`config.mk`:
```
export PLATFORM = sky130hd
export DESIGN_NAME = ddft_ctrl
export DESIGN_NICKNAME = d
export VERILOG_FILES = /design/src/design/ddft_pkg.sv /design/src/design/ddft_ctrl.sv
export SDC_FILE = /design/constraint.sdc
export NUM_CORES = 1
export LEC_CHECK = 0
export ABC_AREA = 1
export BUFFER_PORTS_ARGS = -buffer_cell sky130_fd_sc_hd__buf_2
export CAP_MARGIN = 20
export CORE_MARGIN = 2
export CORE_UTILIZATION = 40
export CTS_BUF_LIST = sky130_fd_sc_hd__clkbuf_8
export DETAILED_ROUTE_END_ITERATION = 8
export PLACE_DENSITY = 0.62
export SLEW_MARGIN = 25
export SYNTH_ARGS = -nofsm -noshare
export SYNTH_HDL_FRONTEND = slang
export SYNTH_SLANG_ARGS = --single-unit
```
`constraint.sdc`:
```
create_clock -name clk -period 2.9 [get_ports clk]
set_clock_uncertainty 0.15 [all_clocks]
set_input_delay 0.145 -clock clk [delete_from_list [all_inputs] [get_ports clk]]
set_output_delay 0.145 -clock clk [all_outputs]
set_load 0.02 [all_outputs]
```
`src/design/ddft_pkg.sv`:
```
// shared types, constants and twiddle table for the direct dft engine
package ddft_pkg;

	localparam int ROM_LOG2     = 6;
	localparam int TW_W         = 16;
	localparam int OUT_W        = 23;
	localparam int OUT_MAX      = 4194303;
	localparam int OUT_MIN      = -4194304;
	localparam int FRAC_SHIFT   = 15;
	localparam int DRAIN_CYCLES = 2;
	localparam int CFG_IDX_W    = 2;
	localparam int CFG_DATA_W   = 7;
	localparam int LOG2_W       = 3;
	localparam int COUNT_W      = 7;

	localparam logic [CFG_IDX_W-1:0] CFG_LOG2_LENGTH  = 2'd0;
	localparam logic [CFG_IDX_W-1:0] CFG_VALID_COUNT  = 2'd1;
	localparam logic [CFG_IDX_W-1:0] CFG_INVERSE_MODE = 2'd2;

	localparam logic [LOG2_W-1:0]  LOG2_RESET    = 3'd6;
	localparam logic [COUNT_W-1:0] COUNT_RESET   = 7'd64;

	typedef enum logic [1:0] {
		ST_LOAD,
		ST_MAC,
		ST_DRAIN,
		ST_EMIT
	} ddft_state_t;

	typedef struct packed {
		logic wr;
		logic issue;
		logic first;
		logic use_smp;
		logic emit;
		logic last;
	} ddft_cmd_t;

	typedef struct packed {
		logic out_free;
	} ddft_status_t;

	// quarter wave of cosine, q1.15, cos 0 saturated
	localparam logic signed [TW_W-1:0] QCOS [17] = '{
		16'sd32767, 16'sd32610, 16'sd32138, 16'sd31357, 16'sd30274, 16'sd28899,
		16'sd27246, 16'sd25330, 16'sd23170, 16'sd20788, 16'sd18205, 16'sd15447,
		16'sd12540, 16'sd9512, 16'sd6393, 16'sd3212, 16'sd0
	};

	function automatic logic signed [TW_W-1:0] tw_cos(input logic [ROM_LOG2-1:0] m);
		logic signed [TW_W-1:0] v;
		if (m <= 6'd16) begin
			v = QCOS[m[4:0]];
		end else if (m <= 6'd32) begin
			v = -QCOS[5'(6'd32 - m)];
		end else if (m <= 6'd48) begin
			v = -QCOS[5'(m - 6'd32)];
		end else begin
			v = QCOS[5'(7'd64 - {1'b0, m})];
		end
		return v;
	endfunction

	// sine is cosine a quarter turn late
	function automatic logic signed [TW_W-1:0] tw_sin(input logic [ROM_LOG2-1:0] m);
		return tw_cos(m + 6'd48);
	endfunction

endpackage

```
`src/design/ddft_ctrl.sv`:
```
// sequencer: load counting, bin and sample counters, phase and pipeline drain
module ddft_ctrl import ddft_pkg::*; #(
	parameter int AW = 6
) (
	input  logic               clk,
	input  logic               arst_n,
	input  logic               in_valid,
	output logic               in_ready,
	input  logic [AW-1:0]      nmax,
	input  logic [COUNT_W-1:0] target,
	input  logic [COUNT_W-1:0] valid_count,
	input  logic [LOG2_W-1:0]  log2_eff,
	input  ddft_status_t       status,
	output ddft_cmd_t          cmd,
	output logic [AW-1:0]      wr_addr,
	output logic [AW-1:0]      rd_addr,
	output logic [ROM_LOG2-1:0] phase,
	output logic [AW-1:0]      k_index
);

	ddft_state_t state_q, state_d;
	logic [AW-1:0]       load_cnt_q;
	logic [AW-1:0]       n_q;
	logic [AW-1:0]       k_q;
	logic [ROM_LOG2-1:0] phase_q;
	logic [1:0]          drain_q;
	logic                in_fire;
	logic                more;
	logic                n_last;
	logic                k_last;
	logic                drain_done;
	logic [ROM_LOG2-1:0] step;

	assign in_fire    = in_valid && (state_q == ST_LOAD);
	assign more       = (COUNT_W'(load_cnt_q) + 7'd1) < target;
	assign n_last     = (n_q == nmax);
	assign k_last     = (k_q == nmax);
	assign drain_done = (drain_q == 2'(DRAIN_CYCLES - 1));
	// angle step of bin k in rom units
	assign step       = ROM_LOG2'(k_q) << (LOG2_W'(ROM_LOG2) - log2_eff);

	always_comb begin
		state_d = state_q;
		case (state_q)
			ST_LOAD: begin
				if (in_fire && !more) state_d = ST_MAC;
			end
			ST_MAC: begin
				if (n_last) state_d = ST_DRAIN;
			end
			ST_DRAIN: begin
				if (drain_done) state_d = ST_EMIT;
			end
			ST_EMIT: begin
				if (status.out_free) state_d = k_last ? ST_LOAD : ST_MAC;
			end
			default: state_d = ST_LOAD;
		endcase
	end

	always_comb begin
		in_ready    = (state_q == ST_LOAD);
		cmd.wr      = in_fire;
		cmd.issue   = (state_q == ST_MAC);
		cmd.first   = (n_q == '0);
		cmd.use_smp = COUNT_W'(n_q) < valid_count;
		cmd.emit    = (state_q == ST_EMIT) && status.out_free;
		cmd.last    = k_last;
		wr_addr     = load_cnt_q;
		rd_addr     = n_q;
		phase       = phase_q;
		k_index     = k_q;
	end

	always_ff @(posedge clk or negedge arst_n) begin
		if (!arst_n) begin
			state_q    <= ST_LOAD;
			load_cnt_q <= '0;
			n_q        <= '0;
			k_q        <= '0;
			phase_q    <= '0;
			drain_q    <= '0;
		end else begin
			state_q <= state_d;
			case (state_q)
				ST_LOAD: begin
					if (in_fire) begin
						load_cnt_q <= more ? load_cnt_q + 1'b1 : '0;
						n_q        <= '0;
						k_q        <= '0;
						phase_q    <= '0;
					end
				end
				ST_MAC: begin
					phase_q <= phase_q + step;
					drain_q <= '0;
					n_q     <= n_last ? '0 : n_q + 1'b1;
				end
				ST_DRAIN: begin
					drain_q <= drain_q + 2'd1;
				end
				ST_EMIT: begin
					if (status.out_free) begin
						k_q     <= k_q + 1'b1;
						phase_q <= '0;
					end
				end
				default: ;
			endcase
		end
	end

endmodule

```
# --- Word-level counts from Yosys, hierarchy flattened ---
# Index checks and enable logic that the tools add are counted.
# Widths: inputs -> output; s select.
totals:
  register_bits: 28
  word_cells: 57
  output_inout_bits: 31
  in_bits: 27
op_classes:
  mux: 15
  n_lt_le_gt_ge: 2
  addsub: 7
  reduce_logical: 15
  shifts: 1
  n_eq_ne: 11
op_table:
  columns: ["op", "n"]
  rows:
  - ["$mux 6", 5]
  - ["$pmux 6 s2", 2]
  - ["$add 6x1->6 const B", 3]
  - ["$pmux 6 s3", 1]
  - ["$eq 6x6->1", 2]
  - ["$mux 2", 4]
  - ["$pmux 2 s4", 1]
  - ["$add 6x1->7 const B", 1]
  - ["$lt 6x7->1", 1]
  - ["$lt 7x7->1", 1]
  - ["$add 6x6->6", 1]
  - ["$logic_not 6->1", 1]
  - ["$ne 2x1->1 const B", 3]
  - ["$reduce_and 3->1", 2]
  - ["$reduce_bool 2->1", 3]
  - ["$shl 6x3->6", 1]
  - ["$eq 2x1->1 const B", 2]
  - ["$eq 2x2->1 const B", 2]
  - ["$ne 2x2->1 const B", 2]
  - ["$pmux 2 s2", 1]
  - ["$reduce_and 2->1", 2]
  - ["$reduce_and 4->1", 1]
  - ["$logic_and 1x1->1", 3]
  - ["$reduce_bool 3->1", 1]
  - ["other kinds (5)", 5]

# --- Logic depth before layout (Yosys ltp) ---
# Gate-level depths: netlist of run 1.
depth:
  depth_word: 6
  mapped_depth: 15
  ltp_nobuf: 15

# --- Least setup slack after synthesis of run 1 ---
# OpenSTA, ideal clock, no wires.
synth_timing:
  path_kind: "register to register"
  start: "register k_q[1], in the netlist k_index[1]"
  end: "register phase_q[4], in the netlist phase[4]"
  path_slack_ps: 691
  required_ps: 2624
  path_buffers: 0
  synth_period_minus_slack_ps: 2209
  setup_ps: 126
  t_arrival_ps: 1933
  path_stages_with_launch: 10
  path_cell_list: "dfrtp_1 inv_1 o21ai_0 nand2_1 nor2_1 inv_1 fa_1 o21ai_0 xnor2_1 o21ai_0"
synth_via:
  elab_chain_len: 3
synth_rtl:
  columns: ["item", "line_no", "rtl"]
  rows:
  - ["start: declaration", "ddft_ctrl.sv:24", "logic [AW-1:0] k_q;"]
  - ["start signal: assignment", "ddft_ctrl.sv:104", "k_q <= k_q + 1'b1;"]
  - ["$shl 6x3->6", "ddft_ctrl.sv:40", "assign step = ROM_LOG2'(k_q) << (LOG2_W'(ROM_LOG2) - log2_eff);"]
  - ["$add 6x6->6", "ddft_ctrl.sv:95", "phase_q <= phase_q + step;"]
  - ["$pmux 6 s3", "ddft_ctrl.sv:85", "case (state_q)"]
  - ["end signal: assignment", "ddft_ctrl.sv:95", null]
  - ["end: declaration", "ddft_ctrl.sv:25", "logic [ROM_LOG2-1:0] phase_q;"]
# Every way passes these cells.
# A chain may end at the register's enable or synchronous reset.

# --- Worst setup path in the final report of run 1 ---
layout_timing:
  start: "register load_cnt_q[0], in the netlist wr_addr[0]"
  end: "register load_cnt_q[1], in the netlist wr_addr[1]"
layout_via:
  elab_chain_len: 3
  word_cells_on_any_way: 4
  cone_classes: "add/sub (2); order compare (1); mux (1)"
layout_rtl:
  columns: ["item", "line_no", "rtl"]
  rows:
  - ["start: declaration", "ddft_ctrl.sv:22", "logic [AW-1:0] load_cnt_q;"]
  - ["start signal: assignment", "ddft_ctrl.sv:88", "load_cnt_q <= more ? load_cnt_q + 1'b1 : '0;"]
  - ["$add 6x1->7", "ddft_ctrl.sv:35", "assign more = (COUNT_W'(load_cnt_q) + 7'd1) < target;"]
  - ["$lt 7x7->1", "ddft_ctrl.sv:35", null]
  - ["$mux 6 (*)", "ddft_ctrl.sv:88", null]
# Every way passes the cells marked *; elsewhere a longest branch is shown, timed or not.

==> impl_metrics.yaml, run 1 <==
critical_path:
  worstSetupEndpointType: "flip-flop"
  path_depth: 11
  reg2reg_slack_ns: 0.63
  worstPathCellList: "ha_1 > nand3_1 > xor2_1 > inv_1 > ha_1 > nand2_1 > a21oi_1 > nor2_1 > nand3_1 > inv_1 > a22o_1"
  crit_buf_inv: 2
  r2r_cells: 11
  crit_arrival_ns: 2.30
  worstPathRequired_ns: 2.93
  slowest_stage: "dfrtp_1"
  cpPeakStageDelay_ns: 0.44
  critPathMaxFanout: 6
  startpoint_type: "flip-flop"
  critPathKind: "flip-flop to flip-flop"
  cp_top_family: "adder cells"
synth:
  async_reset_ff_frac: 1.000
  synth_ff_type: "dfrtp_1"
  synth-simple-area-share: 0.2683
  synth-seq-cells: 28
  ys_top_cells_by_count: "67 x nand2_1, 57 x inv_1, 28 x dfrtp_1, 26 x ha_1, 25 x nand3_1"
  synth_top_family_by_area: "simple AND/OR/NAND/NOR gates"
  yosysTopAreaCell: "dfrtp_1"
  yosysWarnings: 0
  yosys-top-cells-area: "dfrtp_1 30%, ha_1 14%, nand2_1 11%, inv_1 9.0%, nand3_1 5.3%"
  postSynthAreaPerCell_um2: 7.348
  synth_edf_count: 0
  synth_fp_nets: 377
  synth_area_mm2: 0.002374
  ys_seq_area_frac: 0.2952
  synth_xor_area_frac: 0.06273
  synth_compound_area_frac: 0.1239
  synth_most_common_cell: "nand2_1"
  muxShareOfSynthArea: 0
  ys_types: 33
  synthAdderAreaFrac: 0.1455
  yosysTopAreaCellShare: 0.2952
  synth_cells: 323
routing:
  met3_length_um: 227
  drtPass1Iterations: 4
  ant_nets: 0
  wirelength_mm: 5.228
  dr_wl_met2_mm: 2.332
  routed.top_layer: "met4"
  avgViaCountPerCell: 4.761
  m1WireLength_mm: 2.609
  wl_per_cell_um: 11.44
  num_vias: 2176
  dr.first_iter.drc_count: 60
  drc: 0
sta:
  worst_pin_slew_ns: 0.6654
  fmax_ghz: 0.4409
  rsz0062_at_grt: "false"
  hold_violations: 0
  setup_viol: 0
  max-slew-margin-rel: 0.5564
  final.min_clock_period_ns: 2.268
  finalMaxSlewViolations: 0
  period_share: 0.7821
  fin_tns_setup_ns: 0
cells_and_area:
  insertedDiodeCount: 0
  final_util: 0.4839
  area_delta_synth_final_pct: 18.56
  seq_area_um2: 700.7
  drive_above_1_share: 0.2120
  final_nets: 437
  n_fill_cell: 617
  multiInputGateArea_mm2: 0.001425
  layout.cells.non_filler: 457
die:
  core_mm2: 0.005816
  start_util: 0.4081
  core.rowCount: 28
  die_x_um: 81.03
  dieArea_mm2: 0.006566
  pin_count: 58
  die-height_um: 81.03
clocking:
  cts_tree: "yes"
  numClockSinks: 28
  post_cts_buffers: 0
  clk_latency_ns: 0.28
  cts_max_level: 1
  clk_pin_slew_ns: 0.10
  clockBufferDepth: 2
  numCtsBuffers: 3
  ctsRootBufferMaster: "clkbuf_8"
global_routing:
  grt_pass1_wl_mm: 9.039
  grt-ovfl-total: 0
  grt_max_degree: 29
  antenna_found_initial: 0
  grt_pass1_vias: 2059
  grt_usage: 0.1727
power_and_ir_drop:
  p_per_area_mw_per_mm2: 756.3
  power_mw: 2.128
  leakage_nw: 1.592
  irDropWorstVdd_mv: 0.3887
outcome:
  outcome: "completed"
placed_design:
  dpl.cell_count: 452
  dp_hpwl_mm: 4.247
  gp_congestion: 0.9375
  io_buffer_count: 57
min_path:
  min_path_cells: 4
  holdCritPathClass: "input port to flip-flop"
run:
  maxCapViolations: 0
==> cells in the final DEF, fill, tap and decap left out, types with 2 or more instances in the layout <==
master,instances
nand2_1,67
inv_1,57
buf_2,57
dfrtp_1,28
ha_1,26
nand3_1,25
nor2_1,21
o21ai_0,20
a21oi_1,19
xor2_1,14
nor3_1,5
nor3_2,4
o22ai_1,4
xnor2_1,3
nand2_2,3
nor2_2,3
a22o_1,3
clkbuf_8,3
a21o_1,2
o21ai_2,2
inv_2,2
==> repair_timing <==
item                      CTS  global route
hold buffers                1             0
hold endpoints to repair   28             0
gates resized for setup     0             0
==> registers in the layout, indices dropped and copies added (netlist names) <==
name     count
state_q      2
wr_addr      6
k_index      6
drain_q      2
phase        6
rd_addr      6
==> layout make-up <==
| cell class | instances | share of cell area |
|---|---|---|
| multi-input cells | 232 | 0.5064 |
| flip-flops and latches | 28 | 0.2490 |
| inverters | 60 | 0.08092 |
| repair buffers | 58 | 0.1049 |
| clock inverters | 1 | 0.01067 |
| clock buffers | 3 | 0.01467 |
| well taps | 75 | 0.03335 |
==> logic make-up (layout without fill, tap and decap cells) <==
group,after synthesis,in the layout
compound gates,52,52
xor+xnor,17,17
fa+ha+maj,27,27
buf+inv,63,122
flops,28,28
simple gates,136,136
==> per-stage QoR <==
step	setup WS (ns)	area [um^2]	hold slack, ns
2_1_floorplan	0.6911	2374	-0.3006
3_3_place_gp	0.4949	2733	0.07364
3_5_place_dp	0.4480	2733	0.07216
4_1_cts	0.6219	2814	0.1191
5_1_grt	0.4148	2814	0.1747
6_report	0.6320	2814	0.1280
==> final timing paths <==
kind / start / to
min: in_valid / wr_addr[0]
max reg2reg: wr_addr[0] / wr_addr[1]
min reg2reg: drain_q[0] / drain_q[0]
max: wr_addr[0] / wr_addr[1]
max in group asynchronous: arst_n / phase[0]
min in group asynchronous: arst_n / phase[1]
==> routing by layer <==
metal,track usage,vias to the layer above
met5,0,-
met4,0.04915,0
met3,0.01889,5
met2,0.2826,43
met1,0.2409,970
li1,-,1158
==> worst register-to-register path, delay by kind of cell, from the launching register on <==
family / cells / cell delay (ns)
AO/OA/AOI/OAI: 2 / 0.29
XOR/XNOR: 1 / 0.19
adder cells (fa/ha/maj): 2 / 0.53
buffers and inverters: 2 / 0.15
flip-flops: 1 / 0.44
AND/OR/NAND/NOR: 4 / 0.39
==> where the power goes <==
group	switching [mW]	total (mW)	internal [mW]
Clock	0.128	0.313	0.185
Sequential	0.129	0.630	0.500
Combinational	0.761	1.18	0.424
Power figures use the tool's default switching activity.
==> inputs of run 2 (changes only) <==
ABC_AREA = 0   (was 1)
clock period = 2.4 ns   (was 2.9 ns; I/O delays follow)
==> run 2 against run 1 <==
Against the previous run:
- sequential share of layout area down 1.2 points
- combinational power is 28% higher
- die area decreased by 1.0%
- global-route usage fell by 0.58 points
- sequential cell count stayed put
- first-iteration DRC count is 30% higher
- maximum frequency fell by 3.9%
- sequential power up 17%
- total power rose by 23%
- worst setup slack got worse by 0.59 ns
- critical path type unchanged
- critical endpoint is now state_q[1]
- largest power group unchanged
- highest routed layer unchanged
==> impl_metrics.yaml, run 2 <==
outcome:
  outcome: "completed"
routing:
  wirelength_mm: 5.314
  m1WireLength_mm: 2.522
  ant_nets: 0
  drc: 0
  met3_length_um: 202
  drtPass1Iterations: 4
  avgViaCountPerCell: 5.024
  dr_wl_met2_mm: 2.531
  dr.first_iter.drc_count: 78
  wl_per_cell_um: 12.99
  routed.top_layer: "met4"
  num_vias: 2055
cells_and_area:
  final_nets: 392
  final_cell_mix: "57 x buf_2, 32 x nand2_1, 27 x inv_1, 24 x ha_1, 23 x dfrtp_1"
  insertedDiodeCount: 0
  layout.cells.non_filler: 409
  seq_area_um2: 706.9
  n_fill_cell: 531
  multiInputGateArea_mm2: 0.001574
  area_delta_synth_final_pct: 26.87
  final_common_cell: "buf_2"
  drive_above_1_share: 0.3056
die:
  start_util: 0.4211
  dieArea_mm2: 0.006497
  core_mm2: 0.005574
  die_x_um: 80.61
  die-height_um: 80.61
  core.rowCount: 27
  pin_count: 58
power_and_ir_drop:
  irDropWorstVdd_mv: 0.5067
  power_mw: 2.625
  p_per_area_mw_per_mm2: 881.4
  leakage_nw: 1.538
global_routing:
  grt_usage: 0.1669
  grt_max_degree: 29
  grt-ovfl-total: 0
  grt_pass1_wl_mm: 8.721
  antenna_found_initial: 0
  grt_pass1_vias: 1936
critical_path:
  worstPathRequired_ns: 2.42
  startpoint_type: "flip-flop"
  crit_arrival_ns: 2.38
  reg2reg_slack_ns: 0.04
  critPathMaxFanout: 5
  critPathKind: "flip-flop to flip-flop"
  worstSetupEndpointType: "flip-flop"
placed_design:
  dpl.cell_count: 403
  gp_congestion: 0.7820
  pre_cts_ws_ns: 0.06401
  dp_hpwl_mm: 4.200
  io_buffer_count: 57
synth:
  ys_seq_area_frac: 0.2985
  synth_edf_count: 0
  ys_types: 49
  ys_top_cells_by_count: "32 x nand2_1, 28 x dfrtp_1, 27 x inv_1, 26 x ha_1, 21 x o21ai_0"
  synth_fp_nets: 322
  yosysTopAreaCell: "dfrtp_1"
  synth_ff_type: "dfrtp_1"
  synth-seq-cells: 28
  postSynthAreaPerCell_um2: 8.758
  async_reset_ff_frac: 1.000
  yosysTopAreaCellShare: 0.2985
  synth_most_common_cell: "nand2_1"
  yosysWarnings: 0
  yosys-top-cells-area: "dfrtp_1 30%, ha_1 14%, xnor2_1 5.6%, nand2_1 5.1%, o21ai_0 4.5%"
  synth_cells: 268
  synth_area_mm2: 0.002347
sta:
  setup_slack_ns: 0.04047
  worst_pin_slew_ns: 0.6180
  period_share: 0.9831
  rsz0062_at_grt: "true"
  hold_violations: 0
  max-slew-margin-rel: 0.5880
  finalMaxSlewViolations: 0
  fmax_ghz: 0.4238
  final.min_clock_period_ns: 2.360
  fin_tns_setup_ns: 0
  setup_viol: 0
  holdWs_ns: 0.02643
clocking:
  clk_pin_slew_ns: 0.10
  clockBufferDepth: 2
  numClockSinks: 28
  cts_max_level: 1
  cts_tree: "yes"
  numCtsBuffers: 3
  ctsRootBufferMaster: "clkbuf_8"
  clk_latency_ns: 0.27
run:
  maxCapViolations: 0
min_path:
  holdCritPathClass: "input port to flip-flop"
run 2: cell types whose count changed in the layout (fill, tap and decap cells not counted), sizes merged, moves of 6 or more:
| cell | before | now |
|---|---|---|
| nand2 | 71 | 32 |
| inv | 60 | 27 |
| buf | 57 | 75 |
| nand3 | 27 | 9 |
| xnor2 | 3 | 16 |
| a21oi | 19 | 8 |
| nor2 | 25 | 16 |
| o31ai | 0 | 7 |
| nor3 | 9 | 3 |
run 2: kinds of logic after synthesis:
logic type               after synthesis  share of synthesized area
multiplexers                           8                    0.04051
AO/OA/AOI/OAI                         58                     0.1663
adder cells (fa/ha/maj)               27                     0.1471
AND/OR/NAND/NOR                       83                     0.1674
XOR/XNOR                              26                     0.1082
buffers and inverters                 38                    0.07196
flip-flops                            28                     0.2985
run 2: what timing repair did:
item,4_1_cts,5_1_grt
hold endpoints to repair,28,0
setup endpoints to repair,0,9
buffers inserted,0,1
resized for setup,0,16
hold buffers,1,0
run 2: final timing paths:
| path | end | cells after the start | startpoint |
|---|---|---|---|
| hold reg to reg | phase[3] | 2 | phase[3] |
| max in group asynchronous | k_index[0] | 2 | arst_n |
| setup reg to reg | state_q[1] | 9 | wr_addr[1] |
| hold / removal | k_index[0] | 3 | status |
| setup / recovery | state_q[1] | 9 | wr_addr[1] |
| min in group asynchronous | wr_addr[5] | 2 | arst_n |
run 2: report_power, final:
group | switching (mW) | internal (mW)
Combinational | 0.877 | 0.632
Sequential | 0.149 | 0.592
Clock | 0.152 | 0.223
run 2: per-stage QoR:
step / utilization / instance area (um^2)
floorplan: - / 2372
detailed placement: 0.5030 / 2804
global placement: 0.5030 / 2804
CTS: 0.5176 / 2885
finish: 0.5342 / 2978
global route: 0.5342 / 2978
run 2: critical path, cell delays in order (launching register included):
cell     delay [ns]
dfrtp_2        0.44
and3_4         0.21
nand3_4        0.10
xnor2_4        0.23
ha_4           0.24
a21o_1         0.19
a21oi_1        0.12
o21a_1         0.20
a21oi_2        0.08
mux2_4         0.30
run 2: area by class of cell:
type	instances	share of cell area
clock buffer	3	0.01387
sequential	28	0.2374
tap	72	0.03025
clock inverter	1	0.01008
inverter	27	0.03403
multi-input combinational	202	0.5286
timing repair buffer	76	0.1458
run 2: metal layers:
metal  vias to the layer above  GRT usage
met5                         -          0
met4                         0    0.04068
met3                         6    0.02135
met2                        43     0.2833
met1                       952     0.2243
li1                       1054          -
